## config.mk

```make
export PLATFORM = sky130hd
export DESIGN_NAME = midi_byte_stream_parser_core
export DESIGN_NICKNAME = d
export VERILOG_FILES = /design/src/rtl/core/mbsp_pkg.sv /design/src/rtl/core/mbsp_step.sv /design/src/rtl/core/mbsp_rq.sv /design/src/rtl/core/midi_byte_stream_parser_core.sv
export SDC_FILE = /design/constraint.sdc
export NUM_CORES = 1
export LEC_CHECK = 0
export ABC_CLOCK_PERIOD_IN_PS = 7200
export BUFFER_PORTS_ARGS = -buffer_cell sky130_fd_sc_hd__buf_2
export CORE_MARGIN = 2
export CORE_UTILIZATION = 40
export DETAILED_ROUTE_END_ITERATION = 10
export PLACE_DENSITY = 0.55
export REMOVE_ABC_BUFFERS = 1
export SLEW_MARGIN = 25
export SYNTH_ARGS = -nofsm -noshare
export SYNTH_HDL_FRONTEND = slang
export SYNTH_SLANG_ARGS = --single-unit
```

## constraint.sdc

```tcl
create_clock -name clk -period 7.2 [get_ports clk]
set_input_delay 1.08 -clock clk [delete_from_list [all_inputs] [get_ports clk]]
set_output_delay 1.08 -clock clk [all_outputs]
set_load 0.02 [all_outputs]
```

## src/rtl/core/mbsp_pkg.sv

```systemverilog
`timescale 1ns / 1ps
// ----------------------------------------------------------------------------
// mbsp_pkg
// Shared types, constants and the event-length lookup for the MIDI byte
// stream parser.
// ----------------------------------------------------------------------------
package mbsp_pkg;

    localparam int SYSEX_CAPACITY = 8192;
    localparam int SYSEX_CNT_W    = $clog2(SYSEX_CAPACITY + 1);
    localparam logic [SYSEX_CNT_W-1:0] SYSEX_LIMIT = SYSEX_CNT_W'(SYSEX_CAPACITY - 1);

    localparam int RQ_DEPTH = 4;
    localparam int RQ_AW    = $clog2(RQ_DEPTH);
    localparam int RQ_CW    = $clog2(RQ_DEPTH + 1);

    localparam logic [7:0] RT_FIRST = 8'hF8;
    localparam logic [7:0] ST_SYSEX = 8'hF0;
    localparam logic [7:0] ST_EOX   = 8'hF7;

    localparam logic REQ_BYTE  = 1'b0;
    localparam logic REQ_CLEAR = 1'b1;

    typedef enum logic [1:0] {
        KIND_SHORT = 2'd0,
        KIND_RT    = 2'd1,
        KIND_SYSEX = 2'd2
    } kind_t;

    typedef struct packed {
        kind_t      kind;
        logic [1:0] msg_len;
        logic [7:0] byte0;
        logic [7:0] byte1;
        logic [7:0] byte2;
        logic       sysex_last;
    } result_t;

    typedef struct packed {
        logic [1:0]          cnt;
        result_t [1:0]       res;
    } rq_push_t;

    typedef struct packed {
        logic [7:0]             running_status;
        logic [1:0]             message_pos;
        logic [1:0]             message_len;
        logic [2:0][7:0]        message_bytes;
        logic [SYSEX_CNT_W-1:0] sysex_count;
    } state_t;

    localparam logic [1:0] SYS_LEN [16] = '{
        2'd0, 2'd2, 2'd3, 2'd2, 2'd0, 2'd0, 2'd1, 2'd0,
        2'd1, 2'd0, 2'd1, 2'd1, 2'd1, 2'd0, 2'd1, 2'd0
    };

    function automatic logic [1:0] event_length(input logic [7:0] st);
        logic [1:0] len;
        if (!st[7])
            len = 2'd0;
        else if (st < 8'hC0)
            len = 2'd3;
        else if (st < 8'hE0)
            len = 2'd2;
        else if (st < 8'hF0)
            len = 2'd3;
        else
            len = SYS_LEN[st[3:0]];
        return len;
    endfunction

    function automatic result_t mk_result(input kind_t k, input logic [1:0] len,
                                          input logic [7:0] b0, input logic [7:0] b1,
                                          input logic [7:0] b2, input logic last);
        result_t r;
        r.kind       = k;
        r.msg_len    = len;
        r.byte0      = b0;
        r.byte1      = b1;
        r.byte2      = b2;
        r.sysex_last = last;
        return r;
    endfunction

endpackage

```

## src/rtl/core/mbsp_step.sv

```systemverilog
`timescale 1ns / 1ps
// ----------------------------------------------------------------------------
// mbsp_step
// Next-state and result logic for one input byte or clear request: realtime
// pass, sysex pass and close, status decode and running-status message assembly.
// ----------------------------------------------------------------------------
module mbsp_step
    import mbsp_pkg::*;
(
    input  state_t     st,
    input  logic       req_type,
    input  logic [7:0] data_byte,
    output state_t     st_next,
    output rq_push_t   push
);

    logic [1:0] n;
    logic       cont;
    logic [1:0] pos_inc;

    always_comb
    begin
        st_next = st;
        push    = '0;
        n       = 2'd0;
        cont    = 1'b0;
        pos_inc = 2'd0;
        if (req_type == REQ_CLEAR)
        begin
            st_next.running_status = '0;
            st_next.message_pos    = '0;
            st_next.message_len    = '0;
            st_next.sysex_count    = '0;
        end
        else if (data_byte >= RT_FIRST)
        begin
            push.res[0] = mk_result(KIND_RT, 2'd1, data_byte, 8'd0, 8'd0, 1'b0);
            n = 2'd1;
        end
        else
        begin
            cont = 1'b1;
            if (st.running_status == ST_SYSEX)
            begin
                if (!data_byte[7])
                begin
                    cont = 1'b0;
                    if (st.sysex_count < SYSEX_LIMIT)
                    begin
                        push.res[n[0]] = mk_result(KIND_SYSEX, 2'd1, data_byte,
                                                   8'd0, 8'd0, 1'b0);
                        n = n + 2'd1;
                        st_next.sysex_count = st.sysex_count + 1'b1;
                    end
                end
                else
                begin
                    // close the open transfer before the new status
                    push.res[n[0]] = mk_result(KIND_SYSEX, 2'd1, ST_EOX, 8'd0, 8'd0, 1'b1);
                    n = n + 2'd1;
                    st_next.sysex_count = st.sysex_count + 1'b1;
                end
            end
            if (cont && data_byte[7])
            begin
                st_next.running_status = data_byte;
                st_next.message_pos    = 2'd0;
                st_next.message_len    = event_length(data_byte);
                if (data_byte == ST_SYSEX)
                begin
                    st_next.sysex_count = SYSEX_CNT_W'(1);
                    push.res[n[0]] = mk_result(KIND_SYSEX, 2'd1, ST_SYSEX, 8'd0, 8'd0, 1'b0);
                    n = n + 2'd1;
                end
            end
            if (cont && st_next.message_len != 2'd0 && st_next.message_pos < 2'd3)
            begin
                for (int i = 0; i < 3; i++)
                begin
                    if (st_next.message_pos == 2'(i))
                        st_next.message_bytes[i] = data_byte;
                end
                pos_inc = st_next.message_pos + 2'd1;
                if (pos_inc >= st_next.message_len)
                begin
                    push.res[n[0]] = mk_result(
                        KIND_SHORT, st_next.message_len, st_next.message_bytes[0],
                        (st_next.message_len > 2'd1) ? st_next.message_bytes[1] : 8'd0,
                        (st_next.message_len > 2'd2) ? st_next.message_bytes[2] : 8'd0,
                        1'b0);
                    n = n + 2'd1;
                    st_next.message_pos = 2'd1;
                end
                else
                begin
                    st_next.message_pos = pos_inc;
                end
            end
        end
        push.cnt = n;
    end

endmodule

```

## src/rtl/core/mbsp_rq.sv

```systemverilog
`timescale 1ns / 1ps
// ----------------------------------------------------------------------------
// mbsp_rq
// Result queue: takes up to two results per cycle, hands out one per
// transfer.
// ----------------------------------------------------------------------------
module mbsp_rq
    import mbsp_pkg::*;
(
    input  logic     clk,
    input  logic     rst_n,
    input  rq_push_t push,
    input  logic     pop,
    output logic     room,
    output logic     out_vld,
    output result_t  out_res
);

    localparam logic [RQ_CW-1:0] ROOM_MAX = RQ_CW'(RQ_DEPTH - 2);

    result_t            ent_reg [RQ_DEPTH];
    logic [RQ_AW-1:0]   wr_reg;
    logic [RQ_AW-1:0]   wr_next;
    logic [RQ_AW-1:0]   rd_reg;
    logic [RQ_AW-1:0]   rd_next;
    logic [RQ_CW-1:0]   level_reg;
    logic [RQ_CW-1:0]   level_next;

    assign room    = (level_reg <= ROOM_MAX);
    assign out_vld = (level_reg != '0);
    assign out_res = ent_reg[rd_reg];

    always_comb
    begin
        wr_next    = wr_reg + RQ_AW'(push.cnt);
        rd_next    = rd_reg + RQ_AW'(pop);
        level_next = level_reg + RQ_CW'(push.cnt) - RQ_CW'(pop);
    end

    always_ff @(posedge clk)
    begin
        if (push.cnt != 2'd0)
            ent_reg[wr_reg] <= push.res[0];
        if (push.cnt == 2'd2)
            ent_reg[wr_reg + RQ_AW'(1)] <= push.res[1];
    end

    always_ff @(posedge clk or negedge rst_n)
    begin
        if (!rst_n)
        begin
            wr_reg    <= '0;
            rd_reg    <= '0;
            level_reg <= '0;
        end
        else
        begin
            wr_reg    <= wr_next;
            rd_reg    <= rd_next;
            level_reg <= level_next;
        end
    end

endmodule

```

## src/rtl/core/midi_byte_stream_parser_core.sv

```systemverilog
`timescale 1ns / 1ps
// ----------------------------------------------------------------------------
// midi_byte_stream_parser_core
// MIDI byte stream parser with running status, realtime pass-through and
// sysex pass-through with capacity limit.
// ----------------------------------------------------------------------------
// One input byte is taken per cycle unless the decode stage holds. Each byte
// is registered, decoded combinationally against the parser state, and gives
// zero, one or two results (a status byte that ends sysex gives the closing
// 0xF7 and then any result of its own). Results go through a four-entry queue
// and leave one per output transfer, so the sustained rate is one byte per
// cycle as long as each byte gives at most one result on average and the
// output does not stall; the decode stage holds while the queue has room for
// fewer than two results. Results pass the input register and the queue.
module midi_byte_stream_parser_core
    import mbsp_pkg::*;
(
    input  logic       clk,
    input  logic       rst_n,
    input  logic       in_valid,
    output logic       in_ready,
    input  logic       req_type,
    input  logic [7:0] data_byte,
    output logic       out_valid,
    input  logic       out_ready,
    output logic [1:0] kind,
    output logic [1:0] msg_len,
    output logic [7:0] byte0,
    output logic [7:0] byte1,
    output logic [7:0] byte2,
    output logic       sysex_last
);

    logic       in_vld_reg;
    logic       req_reg;
    logic [7:0] byte_reg;
    state_t     state_reg;
    state_t     state_next;
    rq_push_t   push_raw;
    rq_push_t   push;
    logic       room;
    logic       fire;
    logic       pop;
    result_t    out_res;

    assign fire     = in_vld_reg && room;
    assign in_ready = !in_vld_reg || fire;
    assign pop      = out_valid && out_ready;

    always_comb
    begin
        push = push_raw;
        if (!fire)
            push.cnt = 2'd0;
    end

    mbsp_step u_step (
        .st        (state_reg),
        .req_type  (req_reg),
        .data_byte (byte_reg),
        .st_next   (state_next),
        .push      (push_raw)
    );

    mbsp_rq u_rq (
        .clk     (clk),
        .rst_n   (rst_n),
        .push    (push),
        .pop     (pop),
        .room    (room),
        .out_vld (out_valid),
        .out_res (out_res)
    );

    assign kind       = out_res.kind;
    assign msg_len    = out_res.msg_len;
    assign byte0      = out_res.byte0;
    assign byte1      = out_res.byte1;
    assign byte2      = out_res.byte2;
    assign sysex_last = out_res.sysex_last;

    always_ff @(posedge clk)
    begin
        if (in_valid && in_ready)
        begin
            req_reg  <= req_type;
            byte_reg <= data_byte;
        end
    end

    always_ff @(posedge clk or negedge rst_n)
    begin
        if (!rst_n)
        begin
            in_vld_reg <= 1'b0;
            state_reg  <= '0;
        end
        else
        begin
            if (in_ready)
                in_vld_reg <= in_valid;
            if (fire)
                state_reg <= state_next;
        end
    end

`ifndef SYNTH
    a_push_max: assert property (@(posedge clk) disable iff (!rst_n)
        fire |-> (push.cnt != 2'd3))
        else $error("more than two results from one byte");

    a_sysex_data_one: assert property (@(posedge clk) disable iff (!rst_n)
        (fire && req_reg == REQ_BYTE && state_reg.running_status == ST_SYSEX
         && !byte_reg[7]) |-> (push.cnt <= 2'd1))
        else $error("sysex data byte gave more than one result");

    a_pos_bound: assert property (@(posedge clk) disable iff (!rst_n)
        (state_reg.message_len != 2'd0) |-> (state_reg.message_pos <= state_reg.message_len))
        else $error("message position beyond message length");

    a_rt_stateless: assert property (@(posedge clk) disable iff (!rst_n)
        (fire && req_reg == REQ_BYTE && byte_reg >= RT_FIRST)
        |=> $stable(state_reg))
        else $error("realtime byte changed parser state");
`endif

endmodule
```

Yosys cells after proc, flatten, opt, wreduce, memory -nomap -nowiden --
Memory sizes are Yosys's and may differ from the RTL's. Index checks and enable logic that the tools add are counted.
Word-level totals: bits in registers 67, memory bits (writable) 116, ROM bits 32, word-level logic and storage cells 144, memories kept 2
Memories:
- u_rq.ent_reg | depth 4, bits a word 29, read ports 1, clocked after Yosys merged registers in 0, write ports 2, RTL line mbsp_rq.sv:21 | result_t ent_reg [RQ_DEPTH];
- (no name shown) | depth 16, bits a word 2, read ports 1, clocked after Yosys merged registers in 0, write ports 0, RTL line mbsp_pkg.sv:68 | len = SYS_LEN[st[3:0]];
Operators by class: add/subtract/negate cells 9, magnitude comparators 15, equal/unequal tests 6, muxes and demuxes 75, bitwise operators 6, reductions and logical operators 18
Operators with widths (number):
- 2-to-1 mux 58 bit | 7
- 2-to-1 mux 29 bit | 9
- 2-to-1 mux 8 bit | 14
- 2-to-1 mux 14 bit | 6
- bitwise mux 58 bit | 1
- demux 29 bit (select 1 bit) | 2
- 2-to-1 mux 50 bit | 1
- 2-to-1 mux 12 bit | 4
- AND 23 x 46 -> 46 bit | 1
- inverter 46 bit | 1
- 2-to-1 mux 2 bit | 20
- < comparator 8 bit, second input constant | 3
- 2-to-1 mux 24 bit | 1
- equality test 8 bit, second input constant | 2
- adder 14 x 1 -> 14 bit, second input constant | 1
- < comparator 14 x 13 -> 1 bit, second input constant | 1
- OR 6 x 12 -> 12 bit | 1
- 2-to-1 mux 1 bit | 10
- adder 2 x 1 -> 2 bit, second input constant | 4
- >= comparator 8 bit, second input constant | 1
- logical AND 1 bit | 8
- nonzero test 2 bit | 3
- >= comparator 5 bit, second input constant | 1
- inverter 4 -> 5 bit | 1
- other kinds (22) | 26

Depth between registers and ports, before layout --
depth after elaboration 23, gate-level depth with buffers 17, gate-level depth less buffers 16

Cells and area by module --
Synthesis repeated with hierarchy kept, for this count alone.
Second synthesis, totals: cell total of the unflattened synthesis 774, area, all modules 10538.9 um^2
Modules (own cells, without submodules):
- mbsp_rq | instances 1, cells each 318, area an instance 6042.0 um^2
- mbsp_step | instances 1, cells each 334, area an instance 2293.4 um^2
- midi_byte_stream_parser_core | instances 1, cells each 122, area an instance 2203.4 um^2

Worst setup path before layout --
Ideal clock, no wire load.
kind reg2reg, start point register state_reg[0] (netlist name), end point memory u_rq.ent_reg[0][0] (netlist name) (enable), library setup time 0.460 ns, data arrival time 5.365 ns, setup slack 1.375 ns, cell stages (with the launch flop) 14, path buffers 0, path through dfrtp_1 > ha_1 > nand3_1 > or4_1 > a21oi_1 > inv_1 > ha_1 > and2_1 > a31o_2 > clkinv_1 > ha_1 > mux2i_1 > o31ai_1 > o31ai_1
RTL lines:
- start, declared | RTL line midi_byte_stream_parser_core.sv:37 | state_t state_reg;
- start signal, assigned | RTL line midi_byte_stream_parser_core.sv:103 | state_reg <= state_next;
- end, declared | RTL line mbsp_rq.sv:21

==> results.py <==
metrics = {
    "outcome": {
        "status": "finished, final reports clean",
    },
    "die": {
        "ioPinCount": 44,
        "die_w_um": 154,
        "rows": 55,
        "coreArea_um2": 22400,
        "start_util_pct": 40.3,
        "die-area_um2": 23800,
        "die_y_um": 154,
    },
    "worst_hold_path": {
        "hold_path_startpoint": "u_rq.rd_reg[1]$_DFF_PN0_",
        "holdPathEnd": "u_rq.rd_reg[1]$_DFF_PN0_",
        "hold_depth": 1,
        "hold_class": "flop to flop",
    },
    "detailed_routing": {
        "drt_iter0_markers": 580,
        "vias_per_cell": 5.71,
        "vias": 5999,
        "wirelength_um": 21700,
        "dr.pass1.iters": 5,
        "drt-wirelength-per-cell_um": 20.7,
        "antenna_left": 0,
        "drcViolationCount": 0,
    },
    "synthesis": {
        "synth_cells": 719,
        "ys_seq_area_share_pct": 57.6,
        "synth.most_common_cell": "edfxtp_1",
        "async_reset_ff_share_pct": 31.7,
        "synth_cell_type_count": 64,
        "synth_edf_count": 125,
        "netlist_area_um2": 9040,
        "synth_top_area_cell": "edfxtp_1",
        "syn-mean-instance-area_um2": 12.6,
        "ys_top_cells_by_count": "edfxtp_1 (125), nor2_1 (90), nand2_1 (60)",
        "synth_ff_type": "edfxtp_1",
        "synth_area_leaders": "edfxtp_1 (42%), dfrtp_1 (16%), mux4_2 (7.2%), mux2i_1 (4.9%), nor2_1 (3.7%)",
        "yosys_register_bits": 183,
        "yosysWarnings": 0,
        "synth_top_cell_area_share_pct": 41.5,
    },
    "clock_tree": {
        "cts_tree": "done",
        "clk_pin_slew_ns": 0.08,
        "cts_resized": 0,
        "clock_sinks": 183,
        "hold_buffers": 0,
        "clock_insertion_delay_worst_skew_ns": 0.45,
        "clk_path_buf_depth": 2,
        "htreeDepth": 4,
        "cts_setup_buffers": 0,
        "root_buffer": "clkbuf_16",
        "cts_inserted_buffers": 17,
    },
    "timing": {
        "setup_violations": 0,
        "layout_min_cycle_time_ns": 5.68,
        "finalCritPeriodShare_pct": 78.8,
        "rsz0062_at_grt": "no",
        "slew_viol_final": 0,
        "finalHoldViolCount": 0,
        "maxSlewHeadroom_pct": 34.7,
        "clock_skew_ns": 0.0226,
        "max_freq_mhz": 176,
        "final.setup.tns_ns": 0,
        "tightest_slew_ns": 0.979,
        "hold_ws_ns": 0.474,
    },
    "pwr": {
        "p_leak_nw": 3.83,
        "seqPwrFrac_pct": 39.7,
        "clock_power_share_pct": 25.7,
        "powerDensity_nw_per_um2": 374,
        "finalPower_mw": 3.79,
        "comb_power_share_pct": 34.6,
        "ir_drop_mv": 0.201,
        "p_sw_mw": 1.47,
        "power_switching_share_pct": 38.9,
        "intPower_mw": 2.31,
    },
    "placed_design": {
        "hpwl_um": 14700,
        "dpl.cell_count": 1019,
        "place_congestion": 0.902,
        "io_buffers": 43,
    },
    "grt": {
        "grt_overflow": 0,
        "grt_max_degree": 59,
        "grt_use_total_pct": 19.1,
        "antenna_found_initial": 0,
        "grt_pass1_vias": 6123,
        "grt_pass1_wl_um": 34700,
    },
    "setup_path": {
        "reg2reg_depth": 16,
        "cp.required_ns": 7.30,
        "r2r_slack_ns": 1.52,
        "regToRegStartpoint": "state_reg[0]$_DFFE_PN0P_",
        "worstPathCellList": "ha_1, nand3_1, or4_1, a21oi_1, inv_1, ha_1, and2_1, a31o_2, clkinv_1, ha_1, nor2_1, nand4_2, nand2_2, nand2b_1, a21oi_2, buf_4",
        "arrival_ns": 5.78,
        "cp_num_buf_inv": 3,
        "worstReg2RegEnd": "u_rq.ent_reg[3][2]$_DFFE_PP_",
        "crit_slowest_cell": "a21oi_2",
        "crit_top_cell": "ha_1",
        "cpLargestDelayFamily": "simple AND/OR/NAND/NOR gates",
        "cp_max_fo": 21,
        "endpoint_kind": "flop",
        "max_stage_delay_ns": 0.58,
        "crit_type": "flop to flop",
        "start_kind": "flop",
    },
    "final_layout": {
        "drive_above_1_share_pct": 21.8,
        "final_nets": 781,
        "num_antenna_cells": 0,
        "largest_register_ffs": 116,
        "instances_no_fill": 1051,
        "final_util_pct": 45.2,
        "syn2layout_area_growth_pct": 12.1,
    },
    "run": {
        "drv_cap": 0,
    },
}
==> cell type report <==
cell class | instances | area (um^2)
Tap cell | 285 | 357
Fill cell | 2020 | 12300
Clock inverter | 15 | 200
Inverter | 24 | 90.1
Clock buffer | 17 | 425
Timing Repair Buffer | 49 | 260
Sequential cell | 183 | 5210
Multi-Input combinational cell | 478 | 3590
==> cell usage in the layout, fill, tap and decap left out, types with 11 or more instances in the layout <==
cell type,synthesis,layout
dfrtp_1,58,57
ha_1,14,14
nand3_1,13,13
a21oi_1,22,21
clkbuf_16,0,17
mux2i_1,44,44
buf_2,11,43
inv_1,23,23
a31oi_1,11,11
nor2_1,90,90
edfxtp_1,125,125
nand2_1,60,60
mux4_2,29,29
mux2_2,29,29
o21ai_0,48,46
==> power by group through the flow <==
stage / sequential (mW) / combinational, mW / clock (mW)
6_report: 1.50 / 1.31 / 0.973
5_1_grt: 1.53 / 1.44 / 1.04
4_1_cts: 1.51 / 1.32 / 0.996
3_5_place_dp: 1.53 / 1.31 / 0
3_3_place_gp: 1.52 / 1.30 / 0
2_1_floorplan: 1.48 / 0.919 / 0
==> routing by layer <==
metal / up-vias / GRT usage [%] / wire length (um)
met4: 0 / 6.79 / 427
met1: 3053 / 26.1 / 9810
li1: 2750 / - / -
met2: 172 / 31.0 / 10500
met3: 24 / 3.14 / 1040
met5: - / 0 / 0
==> through the flow <==
stage          instance area [um^2]  worst slack (ns)
6_report                      10100              1.52
5_1_grt                       10100              1.12
4_1_cts                       10100              1.56
3_5_place_dp                   9500              1.61
3_3_place_gp                   9500              1.82
2_1_floorplan                  8860              1.37
==> worst max path at each step <==
stage                                                   to  slack, ns  cells past startpoint                     start
after floorplan           u_rq.ent_reg[0][0]$_SDFFCE_PP0P_       1.37                     13  state_reg[0]$_DFFE_PN0P_
after global placement       u_rq.ent_reg[3][10]$_DFFE_PP_       1.82                     16  state_reg[0]$_DFFE_PN0P_
after detailed placement      u_rq.ent_reg[3][7]$_DFFE_PP_       1.61                     16  state_reg[0]$_DFFE_PN0P_
after CTS                     u_rq.ent_reg[3][2]$_DFFE_PP_       1.56                     16  state_reg[0]$_DFFE_PN0P_
after global routing          u_rq.ent_reg[3][2]$_DFFE_PP_       1.12                     16  state_reg[0]$_DFFE_PN0P_
final                         u_rq.ent_reg[3][2]$_DFFE_PP_       1.52                     16  state_reg[0]$_DFFE_PN0P_
==> cells by family after synthesis <==
kind of cell	after synthesis	synth area share [%]
compound gates	129	9.15
xor+xnor	6	0.581
simple gates	226	11.8
fa+ha+maj	15	2.16
flops	183	57.6
mux	102	15.7
buf+inv	58	3.06
No activity file was read; power rests on OpenSTA's default activity.
